**config.mk**
```make
export PLATFORM = sky130hd
export DESIGN_NAME = hall_pulse_rpm_meter_top
export DESIGN_NICKNAME = d
export VERILOG_FILES = /design/src/rtl/core/hprm_pkg.sv /design/src/rtl/core/hprm_ram.sv /design/src/rtl/core/hall_pulse_rpm_meter_top.sv
export SDC_FILE = /design/constraint.sdc
export NUM_CORES = 2
export LEC_CHECK = 0
export BUFFER_PORTS_ARGS = -buffer_cell sky130_fd_sc_hd__buf_2
export CAP_MARGIN = 20
export CORE_ASPECT_RATIO = 0.7
export CORE_MARGIN = 8
export CORE_UTILIZATION = 30
export DETAILED_ROUTE_END_ITERATION = 8
export GPL_ROUTABILITY_DRIVEN = 0
export PLACE_DENSITY = 0.49
export SLEW_MARGIN = 20
export SYNTH_ARGS = -nofsm -noshare
export SYNTH_HDL_FRONTEND = slang
export SYNTH_SLANG_ARGS = --single-unit
```
**constraint.sdc**
```tcl
create_clock -name clk -period 10.4 [get_ports clk]
set_input_delay 1.04 -clock clk [delete_from_list [all_inputs] [get_ports clk]]
set_output_delay 1.04 -clock clk [all_outputs]
set_load 0.05 [all_outputs]
```
**src/rtl/core/hprm_pkg.sv**
```systemverilog
`timescale 1ns / 1ps
`default_nettype none
// ----------------------------------------------------------------------------
// hprm_pkg: shared constants for the hall pulse rpm meter
// Field widths, register map, reset values and fixed-point constants.
// ----------------------------------------------------------------------------
package hprm_pkg;

  // Defaults for the top-level parameters
  localparam int RING_DEPTH_DEF = 10;
  localparam int CHANNELS_DEF   = 2;

  // Field widths
  localparam int TIME_W  = 32;
  localparam int RPM_W   = 24;
  localparam int CFG_W   = 16;
  localparam int ALPHA_W = 9;
  localparam int FRAC_W  = 8;

  // APB port
  localparam int PADDR_W = 4;
  localparam int PDATA_W = 32;
  localparam int REG_W   = 2;

  localparam logic [REG_W-1:0] REG_DEBOUNCE = 2'd0;
  localparam logic [REG_W-1:0] REG_TIMEOUT  = 2'd1;
  localparam logic [REG_W-1:0] REG_ALPHA    = 2'd2;

  localparam logic [CFG_W-1:0]   DEBOUNCE_RST = 16'd5;
  localparam logic [CFG_W-1:0]   TIMEOUT_RST  = 16'd2000;
  localparam logic [ALPHA_W-1:0] ALPHA_RST    = 9'd77;

  // 60000 rpm-ms times 256 (Q8), and the largest rpm that can come out
  localparam logic [RPM_W-1:0]   RPM_NUMER = 24'd15360000;
  localparam logic [RPM_W-1:0]   RPM_MAX   = 24'd15360000;
  localparam logic [ALPHA_W-1:0] ALPHA_ONE = 9'd256;
  localparam int                 ROUND_HALF = 128;

endpackage : hprm_pkg
`default_nettype wire

```
**src/rtl/core/hprm_ram.sv**
```systemverilog
`timescale 1ns / 1ps
`default_nettype none
// ----------------------------------------------------------------------------
// hprm_ram: generic single-write, single-read RAM
// One write port, one read port with registered read data.
// ----------------------------------------------------------------------------
module hprm_ram #(
  parameter int WIDTH = 32,
  parameter int DEPTH = 20,
  localparam int AW = (DEPTH > 1) ? $clog2(DEPTH) : 1
) (
  input  logic             clk,
  input  logic             we,
  input  logic [AW-1:0]    waddr,
  input  logic [WIDTH-1:0] wdata,
  input  logic             re,
  input  logic [AW-1:0]    raddr,
  output logic [WIDTH-1:0] rdata
);

  logic [WIDTH-1:0] mem [DEPTH];

  always_ff @(posedge clk) begin
    if (we) begin
      mem[waddr] <= wdata;
    end
    if (re) begin
      rdata <= mem[raddr];
    end
  end

endmodule : hprm_ram
`default_nettype wire

```
**src/rtl/core/hall_pulse_rpm_meter_top.sv**
```systemverilog
`timescale 1ns / 1ps
`default_nettype none
// ----------------------------------------------------------------------------
// hall_pulse_rpm_meter_top: two-channel period-averaging tachometer
// Collects pulse intervals per channel and reports smoothed rpm in Q8.
// ----------------------------------------------------------------------------
// On a pulse beat (command 0), the interval since the channel's
// last accepted pulse is written into that channel's ring of RING_DEPTH
// entries when it is above debounce_ms, and the block is ready again on the
// next cycle. A query beat (command 1) returns exactly one result beat. A
// query on a channel that timed out, that has no stored interval, or that is
// out of range answers zero. Any other query runs through
// the ring one entry per cycle (one RAM read port), then through a bit-serial
// restoring divider that yields one quotient bit per cycle (24 plus the width
// of the entry count, 28 bits at the default depth), then through a
// shift-add EMA over the 9 bits of alpha. One item is worked on at a time;
// the finished result sits in an output register, so the next item is taken
// while the result waits on a stalled receiver. The ring needs no clearing
// pass after reset: a fill count per channel marks which entries hold data.
// Registers lie at byte addresses 0 (debounce_ms), 4 (timeout_ms) and 8
// (alpha_q8); alpha above 256 acts as 256.
// ----------------------------------------------------------------------------
module hall_pulse_rpm_meter_top #(
  parameter int RING_DEPTH = hprm_pkg::RING_DEPTH_DEF,
  parameter int CHANNELS   = hprm_pkg::CHANNELS_DEF
) (
  input  logic                         clk,
  input  logic                         rst,
  // configuration port
  input  logic                         psel,
  input  logic                         penable,
  input  logic                         pwrite,
  input  logic [hprm_pkg::PADDR_W-1:0] paddr,
  input  logic [hprm_pkg::PDATA_W-1:0] pwdata,
  output logic [hprm_pkg::PDATA_W-1:0] prdata,
  output logic                         pready,
  // item channel
  input  logic                         item_valid,
  output logic                         item_stall,
  input  logic                         command,
  input  logic                         channel,
  input  logic [hprm_pkg::TIME_W-1:0]  time_ms,
  // result channel
  output logic                         result_valid,
  input  logic                         result_stall,
  output logic                         channel_out,
  output logic [hprm_pkg::RPM_W-1:0]   rpm_q8
);

  import hprm_pkg::*;

  localparam int CNT_W     = $clog2(RING_DEPTH + 1);
  localparam int POS_W     = (RING_DEPTH > 1) ? $clog2(RING_DEPTH) : 1;
  localparam int CH_W      = (CHANNELS > 1) ? $clog2(CHANNELS) : 1;
  localparam int RAM_DEPTH = CHANNELS * RING_DEPTH;
  localparam int ADDR_W    = (RAM_DEPTH > 1) ? $clog2(RAM_DEPTH) : 1;
  localparam int SUM_W     = TIME_W + CNT_W;   // sum of up to RING_DEPTH intervals
  localparam int NUM_W     = RPM_W + CNT_W;    // 15360000 * count
  localparam int STEP_W    = $clog2(NUM_W + 1);
  localparam int ACC_W     = RPM_W + ALPHA_W;  // a*raw + (256-a)*prev + 128

  // One-hot sequencer: idle, ring sweep, divide, filter, result handoff
  typedef enum logic [4:0] {
    ST_IDLE = 5'b00001,
    ST_SUM  = 5'b00010,
    ST_DIV  = 5'b00100,
    ST_EMA  = 5'b01000,
    ST_DONE = 5'b10000
  } state_t;

  state_t state;

  // Configuration registers
  logic [CFG_W-1:0]   debounce_ms;
  logic [CFG_W-1:0]   timeout_ms;
  logic [ALPHA_W-1:0] alpha_q8;

  // Per-channel state
  logic [TIME_W-1:0] last_time [CHANNELS];
  logic [POS_W-1:0]  wpos      [CHANNELS];
  logic [CNT_W-1:0]  fill      [CHANNELS];
  logic [RPM_W-1:0]  filt      [CHANNELS];

  // Query working registers
  logic [CH_W-1:0]    q_ch;
  logic               q_chan;
  logic [CNT_W-1:0]   q_cnt;
  logic [CNT_W-1:0]   rd_idx;
  logic               rd_pend;
  logic [CNT_W-1:0]   recv;
  logic [SUM_W-1:0]   sum;
  logic [SUM_W-1:0]   rem;
  logic [NUM_W-1:0]   num_q;
  logic [STEP_W-1:0]  step;
  logic [ALPHA_W-1:0] ma;
  logic [ALPHA_W-1:0] mb;
  logic [ACC_W-1:0]   raw_sh;
  logic [ACC_W-1:0]   prev_sh;
  logic [ACC_W-1:0]   acc;
  logic [RPM_W-1:0]   res;

  // RAM ports
  logic              ram_we;
  logic [ADDR_W-1:0] ram_waddr;
  logic              ram_re;
  logic [ADDR_W-1:0] ram_raddr;
  logic [TIME_W-1:0] ram_rdata;

  // Item decode
  logic              accept;
  logic              ch_ok;
  logic [CH_W-1:0]   ch_idx;
  logic [TIME_W-1:0] gap;
  logic              pulse_take;

  // Datapath helpers
  logic [SUM_W-1:0]   sum_next;
  logic [SUM_W:0]     trial;
  logic               fits;
  logic [NUM_W-1:0]   num_q_next;
  logic [ALPHA_W-1:0] a_sat;
  logic [ACC_W-1:0]   acc_next;
  logic [RPM_W-1:0]   ema_val;

  // --------------------------------------------------------------------------
  // Handshakes and decode
  // --------------------------------------------------------------------------
  assign pready     = 1'b1;
  assign item_stall = (state != ST_IDLE);
  assign accept     = item_valid && !item_stall;

  assign ch_idx = CH_W'(channel);
  assign ch_ok  = (int'(channel) < CHANNELS);
  // Wraps modulo 2^32, as the timestamp does
  assign gap    = time_ms - last_time[ch_idx];

  assign pulse_take = accept && !command && ch_ok && (gap > TIME_W'(debounce_ms));

  // Pulse writes land at the channel's write position
  assign ram_we    = pulse_take;
  assign ram_waddr = ADDR_W'(ch_idx) * ADDR_W'(RING_DEPTH) + ADDR_W'(wpos[ch_idx]);

  // Sweep reads the first q_cnt entries of the queried ring
  assign ram_re    = (state == ST_SUM) && (rd_idx < q_cnt);
  assign ram_raddr = ADDR_W'(q_ch) * ADDR_W'(RING_DEPTH) + ADDR_W'(rd_idx);

  hprm_ram #(
    .WIDTH (TIME_W),
    .DEPTH (RAM_DEPTH)
  ) u_ring (
    .clk   (clk),
    .we    (ram_we),
    .waddr (ram_waddr),
    .wdata (gap),
    .re    (ram_re),
    .raddr (ram_raddr),
    .rdata (ram_rdata)
  );

  // --------------------------------------------------------------------------
  // Datapath: accumulate, one restoring-division bit, one shift-add EMA step
  // --------------------------------------------------------------------------
  assign sum_next = sum + SUM_W'(ram_rdata);

  // Shift the next numerator bit into the partial remainder and try the divisor
  assign trial      = {rem, num_q[NUM_W-1]};
  assign fits       = (trial >= {1'b0, sum});
  assign num_q_next = {num_q[NUM_W-2:0], fits};

  // Alpha saturates at one (256 in Q8)
  assign a_sat = (alpha_q8 > ALPHA_ONE) ? ALPHA_ONE : alpha_q8;

  assign acc_next = acc + (ma[0] ? raw_sh : '0) + (mb[0] ? prev_sh : '0);
  assign ema_val  = acc_next[FRAC_W +: RPM_W];

  // --------------------------------------------------------------------------
  // Configuration port
  // --------------------------------------------------------------------------
  always_ff @(posedge clk) begin
    if (rst) begin
      debounce_ms <= DEBOUNCE_RST;
      timeout_ms  <= TIMEOUT_RST;
      alpha_q8    <= ALPHA_RST;
    end else if (psel && penable && pwrite && pready) begin
      case (paddr[PADDR_W-1:2])
        REG_DEBOUNCE: debounce_ms <= pwdata[CFG_W-1:0];
        REG_TIMEOUT:  timeout_ms  <= pwdata[CFG_W-1:0];
        REG_ALPHA:    alpha_q8    <= pwdata[ALPHA_W-1:0];
        default: ;  // writes beyond the map are dropped
      endcase
    end
  end

  always_comb begin
    case (paddr[PADDR_W-1:2])
      REG_DEBOUNCE: prdata = PDATA_W'(debounce_ms);
      REG_TIMEOUT:  prdata = PDATA_W'(timeout_ms);
      REG_ALPHA:    prdata = PDATA_W'(alpha_q8);
      default:      prdata = '0;
    endcase
  end

  // --------------------------------------------------------------------------
  // Per-channel pulse state: last time, write position, fill count
  // --------------------------------------------------------------------------
  always_ff @(posedge clk) begin
    if (rst) begin
      for (int i = 0; i < CHANNELS; i++) begin
        last_time[i] <= '0;
        wpos[i]      <= '0;
        fill[i]      <= '0;
      end
    end else if (pulse_take) begin
      last_time[ch_idx] <= time_ms;
      // Advance the write position around the ring
      if (wpos[ch_idx] == POS_W'(RING_DEPTH - 1)) begin
        wpos[ch_idx] <= '0;
      end else begin
        wpos[ch_idx] <= wpos[ch_idx] + POS_W'(1);
      end
      // Count valid entries until the ring is full
      if (fill[ch_idx] != CNT_W'(RING_DEPTH)) begin
        fill[ch_idx] <= fill[ch_idx] + CNT_W'(1);
      end
    end
  end

  // --------------------------------------------------------------------------
  // Query sequencer
  // --------------------------------------------------------------------------
  always_ff @(posedge clk) begin
    if (rst) begin
      state   <= ST_IDLE;
      rd_pend <= 1'b0;
      for (int i = 0; i < CHANNELS; i++) begin
        filt[i] <= '0;
      end
    end else begin
      case (state)
        ST_IDLE: begin
          if (accept && command) begin
            q_chan <= channel;
            q_ch   <= ch_idx;
            // Out-of-range channel, stale sensor or empty ring: answer zero
            if (!ch_ok || gap > TIME_W'(timeout_ms) || fill[ch_idx] == '0) begin
              res   <= '0;
              state <= ST_DONE;
            end else begin
              q_cnt   <= fill[ch_idx];
              rd_idx  <= '0;
              rd_pend <= 1'b0;
              recv    <= '0;
              sum     <= '0;
              state   <= ST_SUM;
            end
          end
        end

        ST_SUM: begin
          if (ram_re) begin
            rd_idx <= rd_idx + CNT_W'(1);
          end
          rd_pend <= ram_re;
          if (rd_pend) begin
            sum  <= sum_next;
            recv <= recv + CNT_W'(1);
            if (recv == q_cnt - CNT_W'(1)) begin
              // Last entry in: load the numerator and start dividing
              rem   <= '0;
              num_q <= NUM_W'(q_cnt) * NUM_W'(RPM_NUMER);
              step  <= '0;
              state <= ST_DIV;
            end
          end
        end

        ST_DIV: begin
          rem   <= fits ? SUM_W'(trial - {1'b0, sum}) : trial[SUM_W-1:0];
          num_q <= num_q_next;
          step  <= step + STEP_W'(1);
          if (step == STEP_W'(NUM_W - 1)) begin
            // Quotient done; set up the filter multiply
            raw_sh  <= ACC_W'(num_q_next[RPM_W-1:0]);
            prev_sh <= ACC_W'(filt[q_ch]);
            ma      <= a_sat;
            mb      <= ALPHA_ONE - a_sat;
            acc     <= ACC_W'(ROUND_HALF);
            step    <= '0;
            state   <= ST_EMA;
          end
        end

        ST_EMA: begin
          acc     <= acc_next;
          ma      <= ma >> 1;
          mb      <= mb >> 1;
          raw_sh  <= raw_sh << 1;
          prev_sh <= prev_sh << 1;
          step    <= step + STEP_W'(1);
          if (step == STEP_W'(ALPHA_W - 1)) begin
            filt[q_ch] <= ema_val;
            res        <= ema_val;
            state      <= ST_DONE;
          end
        end

        ST_DONE: begin
          // Hold until the output register is free
          if (!result_valid || !result_stall) begin
            state <= ST_IDLE;
          end
        end

        default: state <= ST_IDLE;
      endcase
    end
  end

  // --------------------------------------------------------------------------
  // Output register
  // --------------------------------------------------------------------------
  always_ff @(posedge clk) begin
    if (rst) begin
      result_valid <= 1'b0;
    end else begin
      if (result_valid && !result_stall) begin
        result_valid <= 1'b0;
      end
      if (state == ST_DONE && (!result_valid || !result_stall)) begin
        result_valid <= 1'b1;
      end
    end
  end

  always_ff @(posedge clk) begin
    if (state == ST_DONE && (!result_valid || !result_stall)) begin
      channel_out <= q_chan;
      rpm_q8      <= res;
    end
  end

endmodule : hall_pulse_rpm_meter_top
`default_nettype wire

```
==> out/metrics.yaml <==
run_status:
  outcome: "complete, no violations"
detailed_routing:
  drt_wl_total_um: 140000
  vias: 31400
  route.detailed.drc: 0
  first_pass_iters: 5
  via_per_inst: 4.93
  drt_first_iter_violations: 3027
  ant_nets: 0
  wl_per_cell_um: 22.0
sta:
  setup_viol: 0
  hold_violations: 0
  period_share_pct: 74.8
  worst_pin_slew_ns: 1.12
  maxSlewViolCount: 0
  fmax_ghz: 0.129
  fin_worst_skew_ns: 0.0546
  fin_tns_setup_ns: 0
  relSlewSlack_pct: 25.4
  fin_crit_ns: 7.78
  rsz0062_at_grt: "false"
clock_network:
  cts_tree: "yes"
  cts.hold.buffers_added: 0
  clk_pin_slew_ns: 0.06
  cts-root-buf: "clkbuf_16"
  clock_sinks: 1130
  cts_setup_buffers: 0
  htreeDepth: 3
  cts_made_buffers: 112
  cts_resized: 0
  insertion_delay_ns: 0.75
  cts_buffer_depth: 3
min_path:
  holdCritStartpoint: "res[2]$_SDFFCE_PN0P_"
  hold_depth: 0
  hold_end: "rpm_q8[2]$_DFFE_PP_"
  hold_path_class: "flip-flop to flip-flop"
setup_path:
  cp_cell_sequence: "buf_2 > buf_4 > mux2_2 > ha_1 > nand2b_1 > a21oi_1 > nor4_1 > o41a_1 > o31ai_1 > xor2_2 > buf_4 > ha_1 > a21o_1 > a221o_1 > a21oi_1 > o22ai_1 > nor4_1 > buf_4 > nor2_1 > a211oi_4 > buf_4"
  ff2ff_setup_slack_ns: 3.17
  cp_slowest_cell: "a21oi_1"
  critPathMaxStageDelay_ns: 0.87
  r2r_cells: 19
  required_ns: 10.75
  critPathKind: "primary input to flip-flop"
  crit_top_cell: "buf_4"
  critPathMaxFanout: 40
  cp.arrival_ns: 8.13
  worst_setup_path_start_kind: "primary input"
  timing.rr.end: "sum[8]$_SDFFCE_PN0P_"
  rr_startpoint: "last_time[1][0]$_SDFFCE_PN0P_"
  end_kind: "flip-flop"
placed_design:
  place_inst: 6153
  portBuffers: 101
  place_hpwl_um: 92600
yosys:
  ys_seq_area_share_pct: 62.5
  syn-cell-area_um2: 53500
  yosysTopAreaCellShare_pct: 60.6
  synth_seq_cells: 1130
  synthCells: 3752
  yosys-top-cells-area: "edfxtp_1 61%, mux4_2 8.1%, ha_1 4.7%"
  synth.top_cells.by_count: "1,081 x edfxtp_1, 354 x nor2_1, 282 x nand2_1"
  yosysWarnings: 0
  synth_edf_count: 1081
  avgSynthCellArea_um2: 14.3
  async_flop_share_pct: 0
  synth_most_common_cell: "edfxtp_1"
  ys_dominant_reg_cell: "edfxtp_1"
  synth_cell_types: 85
  synth_top_area_cell: "edfxtp_1"
power_and_ir_drop:
  power_switching_w: 0.00314
  power_frac_comb_pct: 16.3
  clock_power_share_pct: 36.2
  power_w: 0.0114
  peakVddDrop_uv: 141
  p_int_w: 0.00829
  cellPowerDensity_nw_per_um2: 186
  seq_power_share_pct: 47.5
  swShare_pct: 27.5
  p_leak_nw: 21.4
global_route:
  grt_usage_pct: 14.2
  grt_pass1_wl_um: 207000
  overflow: 0
  grt_start_max_net_pins: 103
  grt_antenna_before_repair: 23
  grt_pass1_vias: 30700
die:
  dieArea_um2: 192000
  start_util_pct: 30.2
  die_x_um: 521
  die_h_um: 369
  ios: 137
  design.core.area_um2: 177000
  rows: 129
job:
  maxCapViolCount: 0
layout:
  drive_gt1_share_pct: 16.9
  stdcell_count: 6365
  fin_nets: 4227
  area_delta_synth_final_pct: 14.6
==> per-stage QoR <==
step | util [%] | hold slack, ns | setup WS (ns) | cell area [um2]
global placement | 32.5 | 0.401 | 2.15 | 57600
global route | 34.7 | 0.422 | 2.31 | 61400
detailed placement | 32.5 | 0.405 | 2.11 | 57600
floorplan | - | 0.400 | 0.321 | 53600
CTS | 34.6 | 0.420 | 2.89 | 61300
finish | 34.7 | 0.413 | 2.62 | 61400
==> power by group through the flow <==
stage	Clock, W	Combinational (W)	Sequential, W
global placement	0	0.00184	0.00552
finish	0.00414	0.00186	0.00543
CTS	0.00425	0.00186	0.00543
floorplan	0	0.00111	0.00553
global route	0.00441	0.00203	0.00544
detailed placement	0	0.00186	0.00552
==> critical path, delay by kind of cell <==
family | cells | cell delay [ns]
AO/OA/AOI/OAI | 8 | 3.22
buffers and inverters | 5 | 1.52
XOR/XNOR | 1 | 0.75
AND/OR/NAND/NOR | 4 | 0.60
adder cells (fa/ha/maj) | 2 | 0.51
multiplexers | 1 | 0.39
==> how the worst max path moves through the flow <==
stage,from,end,slack (ns),cells after the start
6_report,channel,sum[8]$_SDFFCE_PN0P_,2.62,21
5_1_grt,channel,sum[7]$_SDFFCE_PN0P_,2.31,21
4_1_cts,channel,sum[7]$_SDFFCE_PN0P_,2.89,21
3_5_place_dp,channel,sum[8]$_SDFFCE_PN0P_,2.11,21
3_3_place_gp,channel,sum[7]$_SDFFCE_PN0P_,2.15,23
2_1_floorplan,channel,recv[0]$_SDFFCE_PN0P_,0.32,22
==> layout make-up <==
cell class              instances  area, um2
inverters                     133        499
fillers                     17100     116000
repair buffers                194       1290
clock inverters                69        741
diodes                          5       12.5
flip-flops and latches       1130      33400
clock buffers                 138       2980
multi-input cells            2338      19500
well taps                    2358       2950
==> per-layer routing <==
layer	track usage, %	routed length, um	vias up	share of wire [%]
met5	0	0	-	0
met4	2.40	2250	0	1.6
met3	3.77	10800	155	7.7
met2	19.2	55100	848	39
met1	22.7	72100	15900	51
li1	-	-	14500	-
==> cell usage in the layout, fill, tap and decap left out, types with 39 or more instances in the layout <==
cell and count:
inv_1 133, mux2i_1 113, a21o_1 73, nand3_1 49
edfxtp_1 1081, xnor2_1 71, nand2b_1 65, o21ai_0 123
clkbuf_16 113, buf_2 101, buf_4 86, a21oi_1 165
ha_1 200, nand2_1 282, xor2_1 55, fa_1 39
nor2_1 341, and2_1 103, mux4_2 192, mux2_2 41
dfxtp_1 49
==> sequential cells by signal, indices dropped and copies added, names as in the netlist, 32 cells and up, named ones only <==
name	count
raw_sh	32
u_ring.mem	640
u_ring.rdata	32
filt	48
acc	32
sum	36
last_time	64
prev_sh	32
rem	36
==> cell families (layout without fill, tap and decap cells) <==
logic type | after synthesis | in the layout | synth area share (%)
other | 2 | 22 | 0.0140
adders and majority gates | 241 | 241 | 6.18
DFF | 1130 | 1130 | 62.5
AOI/OAI and AO/OA | 548 | 548 | 6.54
xor gates and xnor gates | 139 | 139 | 2.27
buffers and inverters | 299 | 534 | 2.25
and+or+nand+nor | 1047 | 1047 | 9.24
muxes | 346 | 346 | 11.1
(Power assumes the default switching activity.)
